## src/rtl/core/sbf_pkg.sv

```systemverilog
// Shared types and constants for the sample byte framer.
package sbf_pkg;

    localparam int SAMPLE_W = 12;
    localparam int BYTE_W   = 8;

    // Request command codes
    localparam logic CMD_SAMPLE = 1'b0;
    localparam logic CMD_TICK   = 1'b1;

    // Configuration register indexes
    localparam int              CFG_IDX_W         = 2;
    localparam logic [CFG_IDX_W-1:0] CFG_STREAM_EN = 2'd0;
    localparam logic [CFG_IDX_W-1:0] CFG_PORT_A_EN = 2'd1;
    localparam logic [CFG_IDX_W-1:0] CFG_PORT_B_EN = 2'd2;

    // Port codes
    localparam logic PORT_A = 1'b0;
    localparam logic PORT_B = 1'b1;

    typedef struct packed {
        logic stream_en;
        logic port_a_en;
        logic port_b_en;
    } sbf_cfg_t;

    typedef struct packed {
        logic clearing;
    } sbf_stat_t;

    // Queued command: a tick, or four framed bytes (index 0 is written first)
    typedef struct packed {
        logic                        tick;
        logic [3:0][BYTE_W-1:0]      bytes;
    } sbf_cmd_t;

endpackage

```

## src/rtl/core/sbf_if.sv

```systemverilog
// Request and result channel interfaces of the sample byte framer.
interface sbf_req_if
    import sbf_pkg::*;
();
    logic                valid;
    logic                ready;
    logic                cmd;
    logic [SAMPLE_W-1:0] sample_first;
    logic [SAMPLE_W-1:0] sample_second;

    modport source (output valid, cmd, sample_first, sample_second, input ready);
    modport sink   (input valid, cmd, sample_first, sample_second, output ready);
endinterface

interface sbf_res_if
    import sbf_pkg::*;
();
    logic              valid;
    logic              ready;
    logic              port_select;
    logic [BYTE_W-1:0] byte_value;
    logic              last_of_run;

    modport source (output valid, port_select, byte_value, last_of_run, input ready);
    modport sink   (input valid, port_select, byte_value, last_of_run, output ready);
endinterface

```

## src/rtl/core/sample_byte_framer_ring_drain.sv

```systemverilog
// Top level of the sample byte framer with ring-buffer drain.
//
//  channel   direction  carries
//  req       in         cmd, sample_first, sample_second
//  res       out        port_select, byte_value, last_of_run
//  cfg_*     in         stream_enable, port_a_enable, port_b_enable writes
//
// In the back end a sample pair pops the queue, then makes four byte writes.
// A tick pops the queue, then drains up to eight bytes: read issue, output load for each.
// After reset a clearing pass writes BUFFER_DEPTH zeros, one per cycle; req.ready stays low.
// A two-entry queue lets requests land while the back end works or res is stalled.
module sample_byte_framer_ring_drain
    import sbf_pkg::*;
#(
    parameter int BUFFER_DEPTH = 256
)
(
    input  logic                 clk,
    input  logic                 rst_n,
    sbf_req_if.sink              req,
    sbf_res_if.source            res,
    input  logic                 cfg_we,
    input  logic [CFG_IDX_W-1:0] cfg_index,
    input  logic [0:0]           cfg_data
);

    sbf_cfg_t  cfg_reg;
    sbf_cfg_t  cfg_next;
    sbf_stat_t stat;
    sbf_cmd_t  push_data;
    sbf_cmd_t  pop_data;
    logic      q_push;
    logic      q_pop;
    logic      q_full;
    logic      q_nonempty;

    always_comb
    begin
        cfg_next = cfg_reg;
        if (cfg_we)
        begin
            case (cfg_index)
                CFG_STREAM_EN: cfg_next.stream_en = cfg_data[0];
                CFG_PORT_A_EN: cfg_next.port_a_en = cfg_data[0];
                CFG_PORT_B_EN: cfg_next.port_b_en = cfg_data[0];
                default:       cfg_next = cfg_reg;
            endcase
        end
    end

    always_ff @(posedge clk or negedge rst_n)
    begin
        if (!rst_n)
        begin
            cfg_reg <= '0;
        end
        else
        begin
            cfg_reg <= cfg_next;
        end
    end

    sbf_front u_front (
        .req    (req),
        .stat   (stat),
        .q_full (q_full),
        .q_push (q_push),
        .q_data (push_data)
    );

    sbf_cmd_fifo u_fifo (
        .clk       (clk),
        .rst_n     (rst_n),
        .push      (q_push),
        .push_data (push_data),
        .full      (q_full),
        .pop       (q_pop),
        .nonempty  (q_nonempty),
        .pop_data  (pop_data)
    );

    sbf_back #(
        .BUFFER_DEPTH (BUFFER_DEPTH)
    ) u_back (
        .clk        (clk),
        .rst_n      (rst_n),
        .cfg        (cfg_reg),
        .stat       (stat),
        .q_nonempty (q_nonempty),
        .q_data     (pop_data),
        .q_pop      (q_pop),
        .res        (res)
    );

    // No request taken and no result shown during the clearing pass
    a_clear_blocks_req: assert property (@(posedge clk) disable iff (!rst_n)
        stat.clearing |-> !req.ready)
        else $error("request accepted during clearing pass");

    a_clear_no_result: assert property (@(posedge clk) disable iff (!rst_n)
        stat.clearing |-> !res.valid)
        else $error("result shown during clearing pass");

    // A run ends cleanly: nothing follows right after its final byte is taken
    a_gap_after_last: assert property (@(posedge clk) disable iff (!rst_n)
        (res.valid && res.ready && res.last_of_run) |=> !res.valid)
        else $error("result follows final byte of a run without a gap");

    // The queue is never popped when empty nor pushed when full
    a_queue_bounds: assert property (@(posedge clk) disable iff (!rst_n)
        !(q_pop && !q_nonempty) && !(q_push && q_full))
        else $error("command queue overflow or underflow");

endmodule

```

## src/rtl/core/sbf_front.sv

```systemverilog
// Front end: accepts requests, classifies them and frames sample pairs into bytes.
module sbf_front
    import sbf_pkg::*;
(
    sbf_req_if.sink  req,
    input  sbf_stat_t stat,
    input  logic      q_full,
    output logic      q_push,
    output sbf_cmd_t  q_data
);

    function automatic logic [1:0][BYTE_W-1:0] frame(input logic [SAMPLE_W-1:0] s);
        logic [1:0][BYTE_W-1:0] b;
        b[0] = {1'b1, 1'b0, s[11:6]};
        b[1] = {s[5:0], 2'b01};
        return b;
    endfunction

    logic [1:0][BYTE_W-1:0] first_bytes;
    logic [1:0][BYTE_W-1:0] second_bytes;

    assign first_bytes  = frame(req.sample_first);
    assign second_bytes = frame(req.sample_second);

    // Hold off requests while the queue is full or the store is being cleared
    assign req.ready = !q_full && !stat.clearing;
    assign q_push    = req.valid && req.ready;

    always_comb
    begin
        q_data.tick     = (req.cmd == CMD_TICK);
        q_data.bytes[0] = first_bytes[0];
        q_data.bytes[1] = first_bytes[1];
        q_data.bytes[2] = second_bytes[0];
        q_data.bytes[3] = second_bytes[1];
    end

endmodule

```

## src/rtl/core/sbf_cmd_fifo.sv

```systemverilog
// Two-entry command queue between front and back.
module sbf_cmd_fifo
    import sbf_pkg::*;
(
    input  logic     clk,
    input  logic     rst_n,
    input  logic     push,
    input  sbf_cmd_t push_data,
    output logic     full,
    input  logic     pop,
    output logic     nonempty,
    output sbf_cmd_t pop_data
);

    sbf_cmd_t   entry_reg [2];
    logic       wr_ptr_reg;
    logic       wr_ptr_next;
    logic       rd_ptr_reg;
    logic       rd_ptr_next;
    logic [1:0] count_reg;
    logic [1:0] count_next;

    assign full     = (count_reg == 2'd2);
    assign nonempty = (count_reg != 2'd0);
    assign pop_data = entry_reg[rd_ptr_reg];

    always_comb
    begin
        wr_ptr_next = push ? !wr_ptr_reg : wr_ptr_reg;
        rd_ptr_next = pop ? !rd_ptr_reg : rd_ptr_reg;
        count_next  = count_reg;
        if (push && !pop)
        begin
            count_next = count_reg + 2'd1;
        end
        else if (!push && pop)
        begin
            count_next = count_reg - 2'd1;
        end
    end

    always_ff @(posedge clk or negedge rst_n)
    begin
        if (!rst_n)
        begin
            wr_ptr_reg <= 1'b0;
            rd_ptr_reg <= 1'b0;
            count_reg  <= 2'd0;
        end
        else
        begin
            wr_ptr_reg <= wr_ptr_next;
            rd_ptr_reg <= rd_ptr_next;
            count_reg  <= count_next;
        end
    end

    always_ff @(posedge clk)
    begin
        if (push)
        begin
            entry_reg[wr_ptr_reg] <= push_data;
        end
    end

endmodule

```

## src/rtl/core/sbf_back.sv

```systemverilog
// Back end: ring store, clearing pass, byte writes and tick drains.
module sbf_back
    import sbf_pkg::*;
#(
    parameter int BUFFER_DEPTH = 256
)
(
    input  logic       clk,
    input  logic       rst_n,
    input  sbf_cfg_t   cfg,
    output sbf_stat_t  stat,
    input  logic       q_nonempty,
    input  sbf_cmd_t   q_data,
    output logic       q_pop,
    sbf_res_if.source  res
);

    localparam int PTR_W = $clog2(BUFFER_DEPTH);
    localparam logic [PTR_W-1:0] LAST_ADDR = PTR_W'(BUFFER_DEPTH - 1);

    localparam logic [2:0] ST_CLEAR = 3'd0;
    localparam logic [2:0] ST_IDLE  = 3'd1;
    localparam logic [2:0] ST_WRITE = 3'd2;
    localparam logic [2:0] ST_ISSUE = 3'd3;
    localparam logic [2:0] ST_LOAD  = 3'd4;

    logic [BYTE_W-1:0] mem [BUFFER_DEPTH];
    logic [BYTE_W-1:0] rdata_reg;

    logic [2:0]             state_reg;
    logic [2:0]             state_next;
    logic [PTR_W-1:0]       wp_reg;
    logic [PTR_W-1:0]       wp_next;
    logic [PTR_W-1:0]       rp_reg;
    logic [PTR_W-1:0]       rp_next;
    logic [2:0]             cnt_reg;
    logic [2:0]             cnt_next;
    logic                   run_a_reg;
    logic                   run_a_next;
    logic                   run_b_reg;
    logic                   run_b_next;
    logic [3:0][BYTE_W-1:0] bytes_reg;
    logic [3:0][BYTE_W-1:0] bytes_next;
    logic                   out_valid_reg;
    logic                   out_valid_next;
    logic                   out_port_reg;
    logic                   out_port_next;
    logic [BYTE_W-1:0]      out_byte_reg;
    logic [BYTE_W-1:0]      out_byte_next;
    logic                   out_last_reg;
    logic                   out_last_next;

    logic                   mem_we;
    logic [BYTE_W-1:0]      mem_wdata;
    logic                   out_free;
    logic                   run_go;
    logic                   at_last;
    logic [PTR_W-1:0]       wp_inc;
    logic [PTR_W-1:0]       rp_inc;

    assign stat.clearing   = (state_reg == ST_CLEAR);
    assign res.valid       = out_valid_reg;
    assign res.port_select = out_port_reg;
    assign res.byte_value  = out_byte_reg;
    assign res.last_of_run = out_last_reg;

    assign wp_inc   = (wp_reg == LAST_ADDR) ? '0 : wp_reg + 1'b1;
    assign rp_inc   = (rp_reg == LAST_ADDR) ? '0 : rp_reg + 1'b1;
    assign out_free = !out_valid_reg || res.ready;
    assign run_go   = cfg.stream_en && (wp_reg != rp_reg) && (cfg.port_a_en || cfg.port_b_en);
    assign at_last  = (run_a_reg && run_b_reg) ? (cnt_reg == 3'd7) : (cnt_reg == 3'd3);
    assign q_pop    = (state_reg == ST_IDLE) && q_nonempty;

    always_comb
    begin
        state_next     = state_reg;
        wp_next        = wp_reg;
        rp_next        = rp_reg;
        cnt_next       = cnt_reg;
        run_a_next     = run_a_reg;
        run_b_next     = run_b_reg;
        bytes_next     = bytes_reg;
        out_port_next  = out_port_reg;
        out_byte_next  = out_byte_reg;
        out_last_next  = out_last_reg;
        out_valid_next = out_valid_reg && !res.ready;
        mem_we         = 1'b0;
        mem_wdata      = bytes_reg[cnt_reg[1:0]];

        case (state_reg)
            ST_CLEAR:
            begin
                // Sweep the store with zeros; the write pointer wraps back to zero
                mem_we    = 1'b1;
                mem_wdata = '0;
                wp_next   = wp_inc;
                if (wp_reg == LAST_ADDR)
                begin
                    state_next = ST_IDLE;
                end
            end
            ST_IDLE:
            begin
                if (q_nonempty)
                begin
                    cnt_next = 3'd0;
                    if (!q_data.tick)
                    begin
                        bytes_next = q_data.bytes;
                        state_next = ST_WRITE;
                    end
                    else if (run_go)
                    begin
                        run_a_next = cfg.port_a_en;
                        run_b_next = cfg.port_b_en;
                        state_next = ST_ISSUE;
                    end
                end
            end
            ST_WRITE:
            begin
                mem_we   = 1'b1;
                wp_next  = wp_inc;
                cnt_next = cnt_reg + 3'd1;
                if (cnt_reg == 3'd3)
                begin
                    state_next = ST_IDLE;
                end
            end
            ST_ISSUE:
            begin
                // Read at the current pointer; go on only once the output slot frees up
                if (out_free)
                begin
                    rp_next    = rp_inc;
                    state_next = ST_LOAD;
                end
            end
            ST_LOAD:
            begin
                out_valid_next = 1'b1;
                out_byte_next  = rdata_reg;
                out_port_next  = run_a_reg ? (cnt_reg[2] ? PORT_B : PORT_A) : PORT_B;
                out_last_next  = at_last;
                cnt_next       = cnt_reg + 3'd1;
                state_next     = at_last ? ST_IDLE : ST_ISSUE;
            end
            default:
            begin
                state_next = ST_IDLE;
            end
        endcase
    end

    always_ff @(posedge clk or negedge rst_n)
    begin
        if (!rst_n)
        begin
            state_reg     <= ST_CLEAR;
            wp_reg        <= '0;
            rp_reg        <= '0;
            cnt_reg       <= 3'd0;
            run_a_reg     <= 1'b0;
            run_b_reg     <= 1'b0;
            out_valid_reg <= 1'b0;
        end
        else
        begin
            state_reg     <= state_next;
            wp_reg        <= wp_next;
            rp_reg        <= rp_next;
            cnt_reg       <= cnt_next;
            run_a_reg     <= run_a_next;
            run_b_reg     <= run_b_next;
            out_valid_reg <= out_valid_next;
        end
    end

    always_ff @(posedge clk)
    begin
        bytes_reg    <= bytes_next;
        out_port_reg <= out_port_next;
        out_byte_reg <= out_byte_next;
        out_last_reg <= out_last_next;
    end

    always_ff @(posedge clk)
    begin
        if (mem_we)
        begin
            mem[wp_reg] <= mem_wdata;
        end
        rdata_reg <= mem[rp_reg];
    end

endmodule

```

## src/flat_wrapper.sv

```systemverilog
// flat-port wrapper written by rule: the top's interface ports become plain ports
module sample_byte_framer_ring_drain_flat import sbf_pkg::*;
#(
    parameter int BUFFER_DEPTH = 256
)
  (clk, rst_n, cfg_we, cfg_index, cfg_data, req_valid, req_cmd, req_sample_first, req_sample_second, req_ready, res_valid, res_port_select, res_byte_value, res_last_of_run, res_ready);
  sbf_req_if req_i ();
  sbf_res_if res_i ();
  input  logic clk;
  input  logic rst_n;
  input  logic cfg_we;
  input  logic [CFG_IDX_W-1:0] cfg_index;
  input  logic [0:0] cfg_data;
  input wire logic [$bits(req_i.valid)-1:0] req_valid;
  input wire logic [$bits(req_i.cmd)-1:0] req_cmd;
  input wire logic [$bits(req_i.sample_first)-1:0] req_sample_first;
  input wire logic [$bits(req_i.sample_second)-1:0] req_sample_second;
  output wire logic [$bits(req_i.ready)-1:0] req_ready;
  output wire logic [$bits(res_i.valid)-1:0] res_valid;
  output wire logic [$bits(res_i.port_select)-1:0] res_port_select;
  output wire logic [$bits(res_i.byte_value)-1:0] res_byte_value;
  output wire logic [$bits(res_i.last_of_run)-1:0] res_last_of_run;
  input wire logic [$bits(res_i.ready)-1:0] res_ready;
  assign req_i.valid = req_valid;
  assign req_i.cmd = req_cmd;
  assign req_i.sample_first = req_sample_first;
  assign req_i.sample_second = req_sample_second;
  assign req_ready = req_i.ready;
  assign res_valid = res_i.valid;
  assign res_port_select = res_i.port_select;
  assign res_byte_value = res_i.byte_value;
  assign res_last_of_run = res_i.last_of_run;
  assign res_i.ready = res_ready;
  sample_byte_framer_ring_drain #(.BUFFER_DEPTH(BUFFER_DEPTH)) u_core (.clk(clk), .rst_n(rst_n), .req(req_i), .res(res_i), .cfg_we(cfg_we), .cfg_index(cfg_index), .cfg_data(cfg_data));
endmodule
```

## config.mk

```make
export PLATFORM = sky130hd
export DESIGN_NAME = sample_byte_framer_ring_drain_flat
export DESIGN_NICKNAME = d
export VERILOG_FILES = /design/src/rtl/core/sbf_pkg.sv /design/src/rtl/core/sbf_if.sv /design/src/rtl/core/sample_byte_framer_ring_drain.sv /design/src/rtl/core/sbf_front.sv /design/src/rtl/core/sbf_cmd_fifo.sv /design/src/rtl/core/sbf_back.sv /design/src/flat_wrapper.sv
export SDC_FILE = /design/constraint.sdc
export NUM_CORES = 2
export LEC_CHECK = 0
export CORE_MARGIN = 1.5
export CORE_UTILIZATION = 30
export CTS_CLUSTER_DIAMETER = 120
export CTS_CLUSTER_SIZE = 16
export DETAILED_ROUTE_END_ITERATION = 7
export DONT_BUFFER_PORTS = 1
export GPL_ROUTABILITY_DRIVEN = 0
export PLACE_DENSITY = 0.54
export SYNTH_ARGS = -nofsm -noshare
export SYNTH_HDL_FRONTEND = slang
export SYNTH_SLANG_ARGS = --single-unit
export TNS_END_PERCENT = 30
```

## constraint.sdc

```tcl
create_clock -name clk -period 26.7 [get_ports clk]
set_input_delay 5.34 -clock clk [delete_from_list [all_inputs] [get_ports clk]]
set_output_delay 5.34 -clock clk [all_outputs]
set_load 0.005 [all_outputs]
```

==> reports/metrics.csv <==
stage,metric,value,unit
status,run status,finished clean,
timing,Tmin final,7508,ps
global_route,gr ovfl total,0,
synth,number of synthesized flops with an enable pin,2132,
synth,#FFs+latches synth,2172,
global_route,global-route usage over all layers,0.1579,
setup_path,Worst Reg-to-Reg Cells,9,
global_route,vias in the first global route,40640,
clock_network,clock buffer count from CTS,154,
clock_network,CTS Sinks,2172,
synth,Post-Synthesis Cell Area,0.08426,mm²
routing,DRC violations left,0,
global_route,largest net degree at the start of global routing,246,
synth,post-synthesis sequential area ratio,0.7712,
timing,final hold violation count,0,
floorplanning,die area,0.2841,mm²
synth,syn_nets,4028,
global_route,initial antenna violation count,7,
synth,Netlist cell types,69,
global_route,met1 GRT Util,0.2179,
timing,fin. max-slew vios,0,
clock_network,H-Tree Level Count,4,
routing,vias,40430,
routing,Vias/cell,5.192,
routing,initial drt markers,4990,
synth,yosys warns,0,
clock_network,# hold bufs at CTS,0,
synth,syn avg cell area,21.14,µm²
synth,asr flop ratio synth,0.01473,
clock_network,Clock Path Buffers,3,
routing,post-route ant nets,0,
synth,main flop type after synthesis,edfxtp_1,
clock_network,"CTS clk-pin slew, worst paths",80,ps
timing,TNS Setup,0,ps
placed_design,IO Port Bufs,0,
finish,Layout Nets,4043,
setup_path,critical setup path kind,register to primary output,
global_route,first-pass GRT wire length,320.7,mm
setup_path,Max Fanout on Critical Path,20,
routing,final wirelength,227.6,mm
global_route,met2 usage,0.2548,
floorplanning,die width,533.0,µm
placed_design,DP HPWL,135.3,mm
global_route,busiest grt layer,met2,
worst_hold_path,Hold Path Sink,u_core.u_back.run_b_reg,
floorplanning,Core ar.,0.2794,mm²
pwr,Pleak,23.50,nW
clock_network,CTS tree,built,
pwr,Total Power,5.923,mW
timing,Worst Skew,39.67,ps
timing,final setup violation count,0,
setup_path,WP data required,21360,ps
worst_hold_path,Hold Path Depth,1,
timing,worst slew pin tran,1334,ps
routing,TritonRoute pass-1 iters,6,
finish,fillers,26080,
routing,wire per inst,29.22,µm
clock_network,"Gates resized, CTS repair",0,
floorplanning,initial core utilization,0.3016,
placed_design,Post-DP Area,0.08862,mm²
pwr,maximum vdd drop,0.05797,mV
timing,FMAX,133.2,MHz
floorplanning,Rows,194,
setup_path,register-to-register setup slack,20930,ps
setup_path,RR Endpoint,u_core.u_back.rdata_reg[7],
setup_path,Critical Path Start,u_core.u_back.state_reg[0],
timing,RSZ-0062 raised after global routing,no,
setup_path,arrival time worst endpoint,2170,ps
clock_network,post-CTS setup buffers,0,
timing,crit share post-route,0.2812,
worst_hold_path,worst hold start,u_core.u_back.run_b_reg,
setup_path,Crit. End Element,primary output,
timing,Slew headroom,0.1106,
synth,post-synthesis cell count,3986,
floorplanning,I/O pins,45,
finish,Largest register FFs,2048,
finish,layout cells sized above 1,0.2068,
finish,Area Growth Syn to Fin,10.35,%
worst_hold_path,Hold Crit Class,register to register,
global_route,GR Layer Usage met3,0.02868,
job,max_cap viols,0,
finish,fin area,0.09299,mm²
floorplanning,height of the die,533.0,µm
clock_network,clock root buffer,clkbuf_16,
pwr,pwr dens,63.69,mW/mm²
setup_path,worst r2r src,u_core.u_back.rp_reg[1],
setup_path,crit path launch type,register,
clock_network,clock latency at the later pin of the worst-skew pair,850,ps
[worst max-delay path, cell delays in order (launching register included)]
cell,delay [ps]
dfrtp_1,690
nor3_2,90
buf_4,220
a21oi_1,330
[stage by stage]
step	instances	hold slack [ps]	worst slack, ps	util
2_1_floorplan	3986	385.5	13310	-
3_3_place_gp	7568	493.5	19880	0.3172
3_5_place_dp	7569	501.9	19890	0.3172
4_1_cts	7785	515.0	19130	0.3328
5_1_grt	7786	535.4	19030	0.3328
6_report	7787	511.2	19190	0.3328
[where the power goes]
part           total (mW)  leakage [nW]  switching [mW]  internal [mW]
sequential           3.68          15.4        0.000557           3.68
combinational     0.00197          6.02        0.000905        0.00106
clock                2.24          2.10            1.16           1.07
[logic make-up after synthesis]
group,synth area share
buffers and inverters,0.01571
AOI/OAI and AO/OA,0.02922
and+or+nand+nor,0.02601
adders and majority gates,0.001336
muxes,0.1542
DFF,0.7712
xor gates and xnor gates,0.002391
[metal layers]
layer	vias up	wire length, µm	share of wire
li1	16500	-	-
met1	22060	95990	0.42
met2	1579	109300	0.48
met3	297	16280	0.072
met4	4	5934	0.026
met5	-	14	0.000062
[worst max path at each step]
stage / end / slack, ps / cells after the start
3_5_place_dp: u_core.u_fifo.entry_reg[0][5] / 19890 / 2
3_3_place_gp: u_core.u_back.rp_reg[5] / 19880 / 6
5_1_grt: req_ready / 19030 / 3
2_1_floorplan: u_core.u_back.mem[0][6] / 13310 / 3
4_1_cts: req_ready / 19130 / 3
6_report: req_ready / 19190 / 3
[Yosys cell counts, drive strengths merged, types with 9 or more instances]
master | instances | area (µm²)
edfxtp | 2132 | 64020
mux4 | 494 | 11130
nor2 | 304 | 1141
mux2i | 139 | 1391
buf | 119 | 832.1
clkbuf | 119 | 446.7
a22oi | 89 | 668.1
nand2 | 76 | 285.3
a21oi | 59 | 295.3
o21ai | 43 | 215.2
mux2 | 42 | 473.0
nand3 | 42 | 210.2
dfrtp | 32 | 800.8
a211oi | 22 | 165.2
a221oi | 22 | 192.7
a22o | 21 | 183.9
o22ai | 20 | 125.1
nor2b | 19 | 118.9
xor2 | 15 | 131.4
o221ai | 14 | 122.6
o211ai | 13 | 97.59
inv | 12 | 45.04
or3 | 10 | 62.56
ha | 9 | 112.6
nor3 | 9 | 45.04
[layout make-up]
type / count / area, µm² / area share
clock buffers: 199 / 4044 / 0.04349
well taps: 3724 / 4659 / 0.05011
multi-input cells: 1564 / 18070 / 0.1944
clock inverters: 17 / 317.8 / 0.003418
inverters: 12 / 50.05 / 0.0005382
repair buffers: 97 / 838.3 / 0.009015
diodes: 2 / 5.005 / 0.00005382
flip-flops and latches: 2172 / 65000 / 0.6990
[layout by cell type (no fill, tap or decap), types with 9 or more instances in the layout]
cell type and count:
edfxtp_1 2132, mux4_2 494, nor2_1 298, clkbuf_16 155, mux2i_1 139, a22oi_1 89, buf_4 87, nand2_1 76
a21oi_1 58, clkbuf_1 44, mux2_2 42, nand3_1 41, o21ai_0 35, dfrtp_1 26, a211oi_1 22, a221oi_1 22
a22o_1 21, o22ai_1 20, xor2_1 15, o221ai_1 14, o211ai_1 13, nor2b_1 11, inv_1 11, or3_1 10
ha_1 9, buf_12 9
Power figures use the tool's default switching activity.
